**config.mk**
```make
export PLATFORM = sky130hd
export DESIGN_NAME = multi_axis_stepper_pulse_controller_unit
export DESIGN_NICKNAME = d
export VERILOG_FILES = /design/src/rtl/core/mastep_pkg.sv /design/src/rtl/core/mastep_fifo.sv /design/src/rtl/core/mastep_front.sv /design/src/rtl/core/mastep_back.sv /design/src/rtl/core/multi_axis_stepper_pulse_controller_unit.sv
export SDC_FILE = /design/constraint.sdc
export NUM_CORES = 2
export LEC_CHECK = 0
export BUFFER_PORTS_ARGS = -buffer_cell sky130_fd_sc_hd__buf_2
export CELL_PAD_IN_SITES_DETAIL_PLACEMENT = 0
export CELL_PAD_IN_SITES_GLOBAL_PLACEMENT = 1
export CORE_ASPECT_RATIO = 0.9
export CORE_MARGIN = 2
export CORE_UTILIZATION = 45
export CTS_BUF_LIST = sky130_fd_sc_hd__clkbuf_4 sky130_fd_sc_hd__clkbuf_8
export CTS_CLUSTER_SIZE = 12
export DETAILED_ROUTE_END_ITERATION = 10
export PLACE_DENSITY_LB_ADDON = 0.08
export SYNTH_ARGS = -nofsm -noshare
export SYNTH_HDL_FRONTEND = slang
export SYNTH_SLANG_ARGS = --single-unit
```
**constraint.sdc**
```tcl
create_clock -name clk -period 10.5 [get_ports clk]
set_input_delay 1.05 -clock clk [delete_from_list [all_inputs] [get_ports clk]]
set_output_delay 1.05 -clock clk [all_outputs]
set_load 0.02 [all_outputs]
```
**src/rtl/core/mastep_pkg.sv**
```systemverilog
// ----------------------------------------------------------------------------
// mastep_pkg: shared types and constants of the stepper pulse controller
// Opcodes, field widths, the decoded command and the result beat layout.
// ----------------------------------------------------------------------------
package mastep_pkg;

	localparam int MAX_AXES     = 3;
	localparam int NUM_AXES_DEF = 3;
	localparam int OP_W         = 4;
	localparam int AXIS_W       = 2;
	localparam int STEP_W       = 31;
	localparam int POS_W        = 32;
	localparam int PERIOD_W     = 16;
	localparam int CFG_IDX_W    = 2;
	localparam int QUEUE_DEPTH  = 2;

	localparam logic [STEP_W-1:0]   STEP_MAX     = {STEP_W{1'b1}};
	localparam logic [PERIOD_W-1:0] PERIOD_RESET = 16'd100;

	localparam logic [OP_W-1:0] OP_TICK        = 4'd0;
	localparam logic [OP_W-1:0] OP_ENABLE      = 4'd1;
	localparam logic [OP_W-1:0] OP_DISABLE     = 4'd2;
	localparam logic [OP_W-1:0] OP_STOP        = 4'd3;
	localparam logic [OP_W-1:0] OP_MOVE_REL    = 4'd4;
	localparam logic [OP_W-1:0] OP_MOVE_ABS    = 4'd5;
	localparam logic [OP_W-1:0] OP_HOME        = 4'd6;
	localparam logic [OP_W-1:0] OP_START_LIMIT = 4'd7;
	localparam logic [OP_W-1:0] OP_END_LIMIT   = 4'd8;

	typedef enum logic [3:0] {
		K_NOP,
		K_TICK,
		K_ENABLE,
		K_DISABLE,
		K_STOP,
		K_MOVE_REL,
		K_MOVE_ABS,
		K_HOME,
		K_LIM_START,
		K_LIM_END
	} cmd_kind_t;

	typedef struct packed {
		cmd_kind_t           kind;
		logic                ax_ok;
		logic [AXIS_W-1:0]   axis;
		logic [STEP_W-1:0]   step_count;
		logic                direction;
		logic [POS_W-1:0]    target;
	} cmd_t;

	typedef struct packed {
		logic [MAX_AXES-1:0] step_pins;
		logic [MAX_AXES-1:0] dir_pins;
		logic [MAX_AXES-1:0] enable_pins_n;
		logic                rejected;
		logic                homing_done;
		logic [POS_W-1:0]    position;
		logic [STEP_W-1:0]   steps_remaining;
		logic [STEP_W-1:0]   travel_length;
	} res_t;

	localparam int CMD_W = $bits(cmd_t);
	localparam int RES_W = $bits(res_t);

endpackage

```
**src/rtl/core/mastep_fifo.sv**
```systemverilog
// ----------------------------------------------------------------------------
// mastep_fifo: small synchronous queue
// Register based first-in first-out store with full and empty flags.
// ----------------------------------------------------------------------------
module mastep_fifo #(
	parameter int WIDTH = 8,
	parameter int DEPTH = 2
) (
	input  logic             clk,
	input  logic             arst_n,
	input  logic             push,
	input  logic [WIDTH-1:0] wdata,
	output logic             full,
	input  logic             pop,
	output logic [WIDTH-1:0] rdata,
	output logic             empty
);

	localparam int PTR_W = $clog2(DEPTH);
	localparam int CNT_W = $clog2(DEPTH + 1);

	logic [WIDTH-1:0] mem_q [DEPTH];
	logic [PTR_W-1:0] wr_ptr_q;
	logic [PTR_W-1:0] rd_ptr_q;
	logic [CNT_W-1:0] count_q;
	logic             do_push;
	logic             do_pop;

	assign full    = (count_q == CNT_W'(DEPTH));
	assign empty   = (count_q == '0);
	assign do_push = push && !full;
	assign do_pop  = pop && !empty;
	assign rdata   = mem_q[rd_ptr_q];

	always_ff @(posedge clk) begin
		if (do_push) begin
			mem_q[wr_ptr_q] <= wdata;
		end
	end

	always_ff @(posedge clk or negedge arst_n) begin
		if (!arst_n) begin
			wr_ptr_q <= '0;
			rd_ptr_q <= '0;
			count_q  <= '0;
		end else begin
			if (do_push) begin
				wr_ptr_q <= (wr_ptr_q == PTR_W'(DEPTH - 1)) ? '0 : wr_ptr_q + 1'b1;
			end
			if (do_pop) begin
				rd_ptr_q <= (rd_ptr_q == PTR_W'(DEPTH - 1)) ? '0 : rd_ptr_q + 1'b1;
			end
			unique case ({do_push, do_pop})
				2'b10:   count_q <= count_q + 1'b1;
				2'b01:   count_q <= count_q - 1'b1;
				default: count_q <= count_q;
			endcase
		end
	end

endmodule

```
**src/rtl/core/mastep_front.sv**
```systemverilog
// ----------------------------------------------------------------------------
// mastep_front: command intake and classification
// Decodes each accepted beat into a command kind and queues it for the back end.
// ----------------------------------------------------------------------------
module mastep_front import mastep_pkg::*; #(
	parameter int NUM_AXES = NUM_AXES_DEF
) (
	input  logic                clk,
	input  logic                arst_n,
	input  logic                push,
	output logic                full,
	input  logic [OP_W-1:0]     op,
	input  logic [AXIS_W-1:0]   axis,
	input  logic [STEP_W-1:0]   step_count,
	input  logic                direction,
	input  logic [POS_W-1:0]    target,
	input  logic                cmd_pop,
	output logic                cmd_valid,
	output cmd_t                cmd
);

	cmd_t             dec;
	logic             ax_ok;
	logic [CMD_W-1:0] cmd_bits;
	logic             cmd_empty;

	assign ax_ok = (int'(axis) < NUM_AXES);

	// Per-axis commands aimed at a missing axis turn into no-ops here.
	always_comb begin
		dec.ax_ok      = ax_ok;
		dec.axis       = axis;
		dec.step_count = step_count;
		dec.direction  = direction;
		dec.target     = target;
		unique case (op)
			OP_TICK:        dec.kind = K_TICK;
			OP_ENABLE:      dec.kind = K_ENABLE;
			OP_DISABLE:     dec.kind = K_DISABLE;
			OP_STOP:        dec.kind = K_STOP;
			OP_MOVE_REL:    dec.kind = ax_ok ? K_MOVE_REL : K_NOP;
			OP_MOVE_ABS:    dec.kind = ax_ok ? K_MOVE_ABS : K_NOP;
			OP_HOME:        dec.kind = K_HOME;
			OP_START_LIMIT: dec.kind = ax_ok ? K_LIM_START : K_NOP;
			OP_END_LIMIT:   dec.kind = ax_ok ? K_LIM_END : K_NOP;
			default:        dec.kind = K_NOP;
		endcase
	end

	mastep_fifo #(
		.WIDTH (CMD_W),
		.DEPTH (QUEUE_DEPTH)
	) u_cmd_fifo (
		.clk    (clk),
		.arst_n (arst_n),
		.push   (push),
		.wdata  (dec),
		.full   (full),
		.pop    (cmd_pop),
		.rdata  (cmd_bits),
		.empty  (cmd_empty)
	);

	assign cmd       = cmd_t'(cmd_bits);
	assign cmd_valid = !cmd_empty;

endmodule

```
**src/rtl/core/mastep_back.sv**
```systemverilog
// ----------------------------------------------------------------------------
// mastep_back: axis execution and result queue
// Applies one decoded command per cycle, while the result queue has room, to all axis lanes and queues the readout.
// ----------------------------------------------------------------------------
module mastep_back import mastep_pkg::*; #(
	parameter int NUM_AXES = NUM_AXES_DEF
) (
	input  logic                 clk,
	input  logic                 arst_n,
	input  logic                 cfg_valid,
	input  logic [CFG_IDX_W-1:0] cfg_index,
	input  logic [PERIOD_W-1:0]  cfg_data,
	input  logic                 cmd_valid,
	input  cmd_t                 cmd,
	output logic                 cmd_pop,
	input  logic                 res_pop,
	output res_t                 res,
	output logic                 res_empty
);

	logic [NUM_AXES-1:0][PERIOD_W-1:0] period_q;
	logic [NUM_AXES-1:0]               en_q, fwd_q, homing_q, step_lvl_q, dir_lvl_q, en_lvl_n_q;
	logic [NUM_AXES-1:0][STEP_W-1:0]   steps_q, travel_q;
	logic [NUM_AXES-1:0][PERIOD_W-1:0] cnt_q;
	logic [NUM_AXES-1:0][POS_W-1:0]    pos_q;

	logic [NUM_AXES-1:0]               en_d, fwd_d, homing_d, step_lvl_d, dir_lvl_d, en_lvl_n_d;
	logic [NUM_AXES-1:0][STEP_W-1:0]   steps_d, travel_d;
	logic [NUM_AXES-1:0][PERIOD_W-1:0] cnt_d;
	logic [NUM_AXES-1:0][POS_W-1:0]    pos_d;
	logic [NUM_AXES-1:0]               rej_lane;

	logic              fire;
	logic              res_full;
	logic [RES_W-1:0]  res_bits;
	res_t              res_d;

	logic [POS_W-1:0]  pos_sel;
	logic [POS_W:0]    d_tp, d_pt, mag;
	logic [STEP_W-1:0] abs_steps;
	logic              abs_fwd;

	assign fire    = cmd_valid && !res_full;
	assign cmd_pop = fire;

	// Distance to an absolute target, taken both ways round so that the
	// magnitude needs only a select rather than a negation after the subtract.
	always_comb begin
		pos_sel = '0;
		for (int i = 0; i < NUM_AXES; i++) begin
			if (cmd.axis == AXIS_W'(i)) begin
				pos_sel = pos_q[i];
			end
		end
		d_tp      = {cmd.target[POS_W-1], cmd.target} - {pos_sel[POS_W-1], pos_sel};
		d_pt      = {pos_sel[POS_W-1], pos_sel} - {cmd.target[POS_W-1], cmd.target};
		abs_fwd   = !d_tp[POS_W] && (d_tp != '0);
		mag       = d_tp[POS_W] ? d_pt : d_tp;
		abs_steps = mag[POS_W-1] ? STEP_MAX : mag[STEP_W-1:0];
	end

	for (genvar g = 0; g < NUM_AXES; g++) begin : g_lane
		logic                sel;
		logic                start;
		logic [STEP_W-1:0]   st_steps;
		logic                st_fwd;
		logic [PERIOD_W-1:0] cnt_inc;

		assign sel     = cmd.ax_ok && (cmd.axis == AXIS_W'(g));
		assign cnt_inc = cnt_q[g] + 1'b1;

		always_comb begin
			en_d[g]       = en_q[g];
			fwd_d[g]      = fwd_q[g];
			homing_d[g]   = homing_q[g];
			step_lvl_d[g] = step_lvl_q[g];
			dir_lvl_d[g]  = dir_lvl_q[g];
			en_lvl_n_d[g] = en_lvl_n_q[g];
			steps_d[g]    = steps_q[g];
			travel_d[g]   = travel_q[g];
			cnt_d[g]      = cnt_q[g];
			pos_d[g]      = pos_q[g];
			start         = 1'b0;
			st_steps      = STEP_MAX;
			st_fwd        = 1'b0;
			unique case (cmd.kind)
				K_TICK: begin
					if (en_q[g] && (steps_q[g] != '0)) begin
						step_lvl_d[g] = ({cnt_inc, 1'b0} <= {1'b0, period_q[g]});
						if (cnt_inc >= period_q[g]) begin
							cnt_d[g]   = '0;
							steps_d[g] = steps_q[g] - 1'b1;
							pos_d[g]   = fwd_q[g] ? pos_q[g] + 1'b1 : pos_q[g] - 1'b1;
						end else begin
							cnt_d[g] = cnt_inc;
						end
					end
				end
				K_ENABLE: begin
					en_d[g]       = 1'b1;
					en_lvl_n_d[g] = 1'b0;
					steps_d[g]    = '0;
					cnt_d[g]      = '0;
				end
				K_DISABLE: begin
					en_d[g]       = 1'b0;
					en_lvl_n_d[g] = 1'b1;
					steps_d[g]    = '0;
					cnt_d[g]      = '0;
				end
				K_STOP: begin
					steps_d[g] = '0;
				end
				K_MOVE_REL: begin
					start    = sel;
					st_steps = cmd.step_count;
					st_fwd   = cmd.direction;
				end
				K_MOVE_ABS: begin
					start    = sel;
					st_steps = abs_steps;
					st_fwd   = abs_fwd;
				end
				K_HOME: begin
					homing_d[g] = 1'b1;
					start       = 1'b1;
					st_fwd      = 1'b1;
				end
				K_LIM_START: begin
					if (sel && homing_q[g]) begin
						fwd_d[g] = 1'b0;
						start    = 1'b1;
					end
				end
				K_LIM_END: begin
					if (sel && homing_q[g]) begin
						travel_d[g] = ~steps_q[g];
						pos_d[g]    = '0;
						steps_d[g]  = '0;
						homing_d[g] = 1'b0;
					end
				end
				default: begin
				end
			endcase
			// A move only takes hold on an enabled axis.
			if (start && en_q[g]) begin
				steps_d[g]    = st_steps;
				fwd_d[g]      = st_fwd;
				dir_lvl_d[g]  = st_fwd;
				step_lvl_d[g] = 1'b1;
			end
			rej_lane[g] = start && !en_q[g];
		end

		always_ff @(posedge clk or negedge arst_n) begin
			if (!arst_n) begin
				period_q[g] <= PERIOD_RESET;
			end else if (cfg_valid && (cfg_index == CFG_IDX_W'(g))) begin
				period_q[g] <= cfg_data;
			end
		end

		always_ff @(posedge clk or negedge arst_n) begin
			if (!arst_n) begin
				en_q[g]       <= 1'b0;
				fwd_q[g]      <= 1'b0;
				homing_q[g]   <= 1'b0;
				step_lvl_q[g] <= 1'b0;
				dir_lvl_q[g]  <= 1'b0;
				en_lvl_n_q[g] <= 1'b1;
				steps_q[g]    <= '0;
				travel_q[g]   <= '0;
				cnt_q[g]      <= '0;
				pos_q[g]      <= '0;
			end else if (fire) begin
				en_q[g]       <= en_d[g];
				fwd_q[g]      <= fwd_d[g];
				homing_q[g]   <= homing_d[g];
				step_lvl_q[g] <= step_lvl_d[g];
				dir_lvl_q[g]  <= dir_lvl_d[g];
				en_lvl_n_q[g] <= en_lvl_n_d[g];
				steps_q[g]    <= steps_d[g];
				travel_q[g]   <= travel_d[g];
				cnt_q[g]      <= cnt_d[g];
				pos_q[g]      <= pos_d[g];
			end
		end
	end

	// Readout is taken from the state after this command has been applied.
	always_comb begin
		res_d.step_pins       = '0;
		res_d.dir_pins        = '0;
		res_d.enable_pins_n   = '1;
		res_d.rejected        = |rej_lane;
		res_d.homing_done     = ~|homing_d;
		res_d.position        = '0;
		res_d.steps_remaining = '0;
		res_d.travel_length   = '0;
		for (int i = 0; i < NUM_AXES; i++) begin
			res_d.step_pins[i]     = step_lvl_d[i];
			res_d.dir_pins[i]      = dir_lvl_d[i];
			res_d.enable_pins_n[i] = en_lvl_n_d[i];
			if (cmd.ax_ok && (cmd.axis == AXIS_W'(i))) begin
				res_d.position        = pos_d[i];
				res_d.steps_remaining = steps_d[i];
				res_d.travel_length   = travel_d[i];
			end
		end
	end

	mastep_fifo #(
		.WIDTH (RES_W),
		.DEPTH (QUEUE_DEPTH)
	) u_res_fifo (
		.clk    (clk),
		.arst_n (arst_n),
		.push   (fire),
		.wdata  (res_d),
		.full   (res_full),
		.pop    (res_pop),
		.rdata  (res_bits),
		.empty  (res_empty)
	);

	assign res = res_t'(res_bits);

endmodule

```
**src/rtl/core/multi_axis_stepper_pulse_controller_unit.sv**
```systemverilog
// ----------------------------------------------------------------------------
// multi_axis_stepper_pulse_controller_unit: three-axis step and direction unit
// Command and tick driven step pulse generator with homing and readout.
// ----------------------------------------------------------------------------
// Usage. Commands and timer ticks arrive on a queue-style input: a beat is
// taken at a clock edge where push is high and full is low. Every beat
// produces exactly one result beat, presented on the result ports while empty
// is low and taken at an edge where pop is high. Results come out in order.
// A beat taken at one edge is decoded into the command queue, executed on
// all axis lanes once the result queue has room, and is visible as a result
// straight after it. Throughput is one beat per cycle while the receiver keeps
// popping; each lane updates its counters together with its other state, so a
// tick costs no more than any other command.
// If the receiver stops popping, the result queue fills, execution pauses,
// then the command queue fills and full rises; nothing is dropped. Two beats
// may be held in each queue.
// The period registers are written through the cfg channel, which is always
// ready; they should be changed only while no beats are in flight.
// Reset clears both queues, disables all drivers (enable_pins_n all high),
// zeroes every counter and position and sets each period to 100 ticks.
// ----------------------------------------------------------------------------
module multi_axis_stepper_pulse_controller_unit import mastep_pkg::*; #(
	parameter int NUM_AXES = NUM_AXES_DEF
) (
	input  logic                      clk,
	input  logic                      arst_n,
	// configuration write channel
	input  logic                      cfg_valid,
	output logic                      cfg_ready,
	input  logic [CFG_IDX_W-1:0]      cfg_index,
	input  logic [PERIOD_W-1:0]       cfg_data,
	// command input
	input  logic                      push,
	output logic                      full,
	input  logic [OP_W-1:0]           op,
	input  logic [AXIS_W-1:0]         axis,
	input  logic [STEP_W-1:0]         step_count,
	input  logic                      direction,
	input  logic signed [POS_W-1:0]   target,
	// result output
	output logic                      empty,
	input  logic                      pop,
	output logic [MAX_AXES-1:0]       step_pins,
	output logic [MAX_AXES-1:0]       dir_pins,
	output logic [MAX_AXES-1:0]       enable_pins_n,
	output logic                      rejected,
	output logic                      homing_done,
	output logic signed [POS_W-1:0]   position,
	output logic [STEP_W-1:0]         steps_remaining,
	output logic [STEP_W-1:0]         travel_length
);

	cmd_t cmd;
	logic cmd_valid;
	logic cmd_pop;
	res_t res;

	// The period registers take a write in any cycle.
	assign cfg_ready = 1'b1;

	mastep_front #(
		.NUM_AXES (NUM_AXES)
	) u_front (
		.clk        (clk),
		.arst_n     (arst_n),
		.push       (push),
		.full       (full),
		.op         (op),
		.axis       (axis),
		.step_count (step_count),
		.direction  (direction),
		.target     (target),
		.cmd_pop    (cmd_pop),
		.cmd_valid  (cmd_valid),
		.cmd        (cmd)
	);

	mastep_back #(
		.NUM_AXES (NUM_AXES)
	) u_back (
		.clk       (clk),
		.arst_n    (arst_n),
		.cfg_valid (cfg_valid),
		.cfg_index (cfg_index),
		.cfg_data  (cfg_data),
		.cmd_valid (cmd_valid),
		.cmd       (cmd),
		.cmd_pop   (cmd_pop),
		.res_pop   (pop),
		.res       (res),
		.res_empty (empty)
	);

	// Unpack the head of the result queue onto the individual ports.
	assign step_pins       = res.step_pins;
	assign dir_pins        = res.dir_pins;
	assign enable_pins_n   = res.enable_pins_n;
	assign rejected        = res.rejected;
	assign homing_done     = res.homing_done;
	assign position        = res.position;
	assign steps_remaining = res.steps_remaining;
	assign travel_length   = res.travel_length;

endmodule

```
# After elaboration in Yosys (flattened, before gate mapping)
# Memory sizes are Yosys's and may differ from the RTL's.
# Cells that the tools add are included.
dict set report op_classes {
  addsub 22
  n_mul 0
  div 0
  magnitude_cmp 7
  n_eq_ne 30
  shift 0
  muxes 107
  bitwise 3
  n_reduce_logical 62
}
# cell count
set op_table {}
lappend op_table {{$mux W31} 19}
lappend op_table {{$mux W32} 16}
lappend op_table {{$mux W94} 3}
lappend op_table {{$pmux W31 S3} 3}
lappend op_table {{$pmux W32 S2} 3}
lappend op_table {{$add A32 B1 Y32 const B} 3}
lappend op_table {{$mux W16} 6}
lappend op_table {{$pmux W16 S2} 3}
lappend op_table {{$sub A32 B1 Y32 const B} 3}
lappend op_table {{$not A31 Y31} 3}
lappend op_table {{$reduce_bool A31 Y1} 3}
lappend op_table {{$sub A31 B1 Y31 const B} 3}
lappend op_table {{$pmux W31 S2} 1}
lappend op_table {{$le A17 B16 Y1} 3}
lappend op_table {{$add A16 B1 Y16 const B} 3}
lappend op_table {{$ge A16 B16 Y1} 3}
lappend op_table {{$pmux W4 S9} 1}
lappend op_table {{$mux W1} 35}
lappend op_table {{$reduce_bool A33 Y1} 1}
lappend op_table {{$sub A32 B32 Y33} 1}
lappend op_table {{$eq A4 B3 Y1 const B} 8}
lappend op_table {{$sub A32 B32 Y32} 1}
lappend op_table {{$logic_and A1 B1 Y1} 24}
lappend op_table {{$reduce_bool A2 Y1} 10}
lappend op_table {{22 further kinds} 72}
dict set report word_totals {
  regBits 402
  latchBits 0
  ramBits 352
  mem_bits_ro 0
  input_bits 93
  out_inout_bits 108
  word_cells 270
  n_memories 2
}
# name depth width read_ports rd_clocked_by_memory_dff wr line
set memory_table {}
lappend memory_table {u_back.u_res_fifo.mem_q 2 105 1 0 1 mastep_fifo.sv:22} ;# logic [WIDTH-1:0] mem_q [DEPTH];
lappend memory_table {u_front.u_cmd_fifo.mem_q 2 71 1 0 1 mastep_fifo.sv:22}

# Depth between registers and ports, before layout
# An unclocked memory read counts as a cell.
dict set report depth {
  ltp_word 13
  ltp_mapped 22
  ltp_nobuf 18
}

# Cells and area by module
# Synthesis repeated with hierarchy kept, for this count alone.
dict set report unflattened {
  hier_cells 5159
  area_unflattened_um2 48723.0
}
# module n_inst cells_per_inst area_each_um2 seq_area_each_um2
set by_module_without_submodules {}
lappend by_module_without_submodules {mastep_back 1 4557 34997.3 9874.5}
lappend by_module_without_submodules {{mastep_fifo at u_back.u_res_fifo} 1 345 7930.1 6406.1}
lappend by_module_without_submodules {{mastep_fifo at u_front.u_cmd_fifo} 1 239 5670.4 4364.2}
lappend by_module_without_submodules {mastep_front 1 16 113.9 0.0}
lappend by_module_without_submodules {multi_axis_stepper_pulse_controller_unit 1 2 11.3 0.0}

# Least setup slack after synthesis
# Ideal clock, no wire load.
dict set report synth_path {
  path_type {register to register}
  start {register u_front.u_cmd_fifo.rd_ptr_q}
  end {memory u_back.u_res_fifo.mem_q[0][56] (netlist name) (data pin)}
  setup_ns 0.263
  arrival_time_ns 5.883
  required_time_ns 10.237
  path_slack_ns 4.354
  path_stages_with_launch 22
  path_buffers 7
  synth_period_minus_slack_ns 6.146
  cell_sequence {dfrtp_1 > buf_4 > buf_4 > buf_2 > buf_1 > buf_2 > buf_1 > clkbuf_1 > mux2i_1 > ha_1 > inv_1 > fa_1 > a211oi_1 > o21ai_1 > nand3b_1 > o211ai_1 > a21oi_4 > mux2_2 > and3_1 > o31ai_1 > a31oi_1 > a211o_1}
}
# element line
set synth_rtl {}
lappend synth_rtl {{from (decl)} mastep_fifo.sv:24} ;# logic [PTR_W-1:0] rd_ptr_q;
lappend synth_rtl {{from (signal assigned)} mastep_fifo.sv:51} ;# rd_ptr_q <= (rd_ptr_q == PTR_W'(DEPTH - 1)) ? '0 : rd_ptr_q + 1'b1;
lappend synth_rtl {{to (decl)} mastep_fifo.sv:22}

==> flow_summary.ini <==
[routing]
drt_iter0_drc = 5568
wirelength_mm = 198
postRouteAntennaNets = 0
vias_per_cell = 6.37
drc_errors = 0
vias = 44900
dr.pass1.iters = 6
drt-wirelength-per-cell_um = 28.1

[global_routing]
grt_pass1_vias = 41200
overflow = 0
grt_usage_pct = 34.3
antenna_found_initial = 9
grt_max_degree = 143
grt_pass1_wl_mm = 288

[timing]
fin_crit_sh_pct = 66.8
finalSetupViolations = 0
worst_slew_pin_slew_ps = 1460
finalSetupTns_ps = 0
fin_crit_ps = 7010
maxSlewHeadroom_pct = 2.27
rsz0062_at_grt = no
fin_ws_ps = 3490
finClkSkew_ps = 46.4
finalHoldViolCount = 0
final_max_slew_viol_count = 0
fmaxAchievable_ghz = 0.143

[run]
cap_violations = 0

[logic_synthesis]
synthAdderAreaFrac_pct = 6.72
synth-simple-area-share_pct = 14.7
async_flop_share_pct = 53.3
ys_seq_area_share_pct = 41.7
syn_area_um2 = 49500
synth_fp_nets = 5713
synth_warnings = 0
ys_seq_elements = 754
synth_edf_count = 352
yosys.area.top_type = edfxtp_1
muxShareOfSynthArea_pct = 6.65
synthFlopType = dfrtp_1
syn_inst = 5357
synthXorXnorAreaFrac_pct = 2.97
synth_compound_area_share_pct = 23.2
synth_cell_types = 107
synth_top_family_by_area = compound AO/OA/AOI/OAI gates
synth_area_leaders = edfxtp_1, dfrtp_1, ha_1, o21ai_0, nand2_1
syn_area_per_cell_um2 = 9.24
synth_top_area_share_pct = 21.3

[placement]
portBuffers = 199
pre_cts_slack_ps = 3640
place_congestion = 0.994
dp_cells = 6789
dpl_cell_area_um2 = 52000
hpwlAfterDp_mm = 143

[layout]
area_growth_pct = 11.0
drive_gt1_share_pct = 14.5
final_nets = 5822
fillers = 10300
mostFrequentLayoutCell = nand2_1
fin_cells = 7053
regArea_um2 = 20700
final_area_um2 = 55000
multi_input_area_um2 = 27000
layout_common_cells = nand2_1, o21ai_0, dfrtp_1, edfxtp_1, a21oi_1

[critical_path]
start_kind = register
r2r_start = u_front.u_cmd_fifo.rd_ptr_q
crit_fanout = 35
critical_path.endpoint_type = register
crit_start = u_front.u_cmd_fifo.rd_ptr_q
cp_data_arrival_time_ps = 7620
worstPathRequired_ps = 11110
crit_type = register to register

[cts]
cts_resized = 0
htreeDepth = 4
cts_made_buffers = 137
holdBufCountCts = 0
clk_path_buf_depth = 3
clockRootBuffer = clkbuf_8
cts_tree = built
clock-sinks = 754
clkSlewWorstSetupHoldPaths_ps = 60
post_cts_buffers = 0
clk_latency_ps = 900

[floorplanning]
dieHeight_um = 319
io_pins = 201
die_width_um = 354
core-area_um2 = 109000
start_util_pct = 45.3
rows = 115
die_area_um2 = 113000

[power_and_ir_drop]
p_leak_uw = 0.0229
power_uw = 17900
power_density_nw_per_um2 = 325
ir_worst_vdd_uv = 335

[status]
status = finished, final reports clean

[hold_path]
hp-class = primary input to async pin
-- routing by layer --
metal	wire [µm]	global-route usage, %	part of all wire [%]
met4	6800	12.2	3.4
met2	79200	46.7	40
met1	90900	52.1	46
met5	56	0.426	0.028
met3	20900	8.38	11
-- area by class of cell --
cell class,count,area share [%]
diodes,9,0.0410
clock buffers,209,4.69
clock inverters,46,0.676
inverters,194,1.33
multi-input cells,4086,49.2
flip-flops and latches,754,37.6
well taps,1462,3.33
repair buffers,293,3.16
-- flip-flops by register name, indices dropped and copies added, names as in the netlist, 48 cells and up --
register                  cells
u_back.pos_q                 96
u_front.u_cmd_fifo.mem_q    142
u_back.period_q              48
u_back.u_res_fifo.mem_q     210
u_back.cnt_q                 48
u_back.travel_q              93
u_back.steps_q               93
-- logic make-up after synthesis --
group	Yosys count
XOR/XNOR	168
other	1
multiplexers	307
adder cells (fa/ha/maj)	263
AO/OA/AOI/OAI	1774
buffers and inverters	517
AND/OR/NAND/NOR	1573
flip-flops	754
-- cell usage after synthesis (94+ instances only) --
library cell and instances:
a21oi_1 328, nand3_1 103, mux2_2 176, a21o_1 94, nor3_1 96, nand2_1 723, edfxtp_1 352, ha_1 258
dfrtp_1 390, inv_1 193, clkbuf_1 257, xnor2_1 110, mux2i_1 131, o21ai_0 597, nor2_1 268
-- where the power goes --
part / switching, µW / internal, µW / leakage (µW)
registers: 673 / 4230 / 0.00870
logic: 6870 / 3070 / 0.0127
clock network: 1360 / 1680 / 0.00155
total: 8910 / 8980 / 0.0229
-- path summary, 6_finish.rpt --
kind	end	slack, ps	depth (start not counted)
worst max-delay path	u_back.u_res_fifo.mem_q[0][56]	3490	19
worst min-delay path	u_back.steps_q[82]	270	1
worst max register to register	u_back.u_res_fifo.mem_q[0][56]	3490	19
worst min register to register	u_back.travel_q[80]	470	2
max in group asynchronous	u_front.u_cmd_fifo.rd_ptr_q	8600	2
min in group clk	u_front.u_cmd_fifo.mem_q[0][14]	370	1
-- worst max-delay path, cell delays in order, from the launching register on --
cell and delay [ps]:
dfrtp_4 760, mux2_2 690, nor2_2 180, buf_4 450, nand2_1 90, o21ai_0 150, ha_1 210, inv_1 50
fa_1 430, a211oi_1 490, o21ai_1 320, nand3b_1 190, o211ai_1 360, a21oi_4 420, buf_4 340, mux2_2 380
and3_1 190, o31ai_1 450, a31oi_1 200, a211o_1 350
-- metrics by stage --
stage / hold WS [ps] / util, %
after global placement: 456 / 47.6
after global routing: 285 / 50.3
after CTS: 202 / 50.3
after floorplan: 445 / -
final: 271 / 50.3
after detailed placement: 464 / 47.6
No activity file was read; power rests on OpenSTA's default activity.
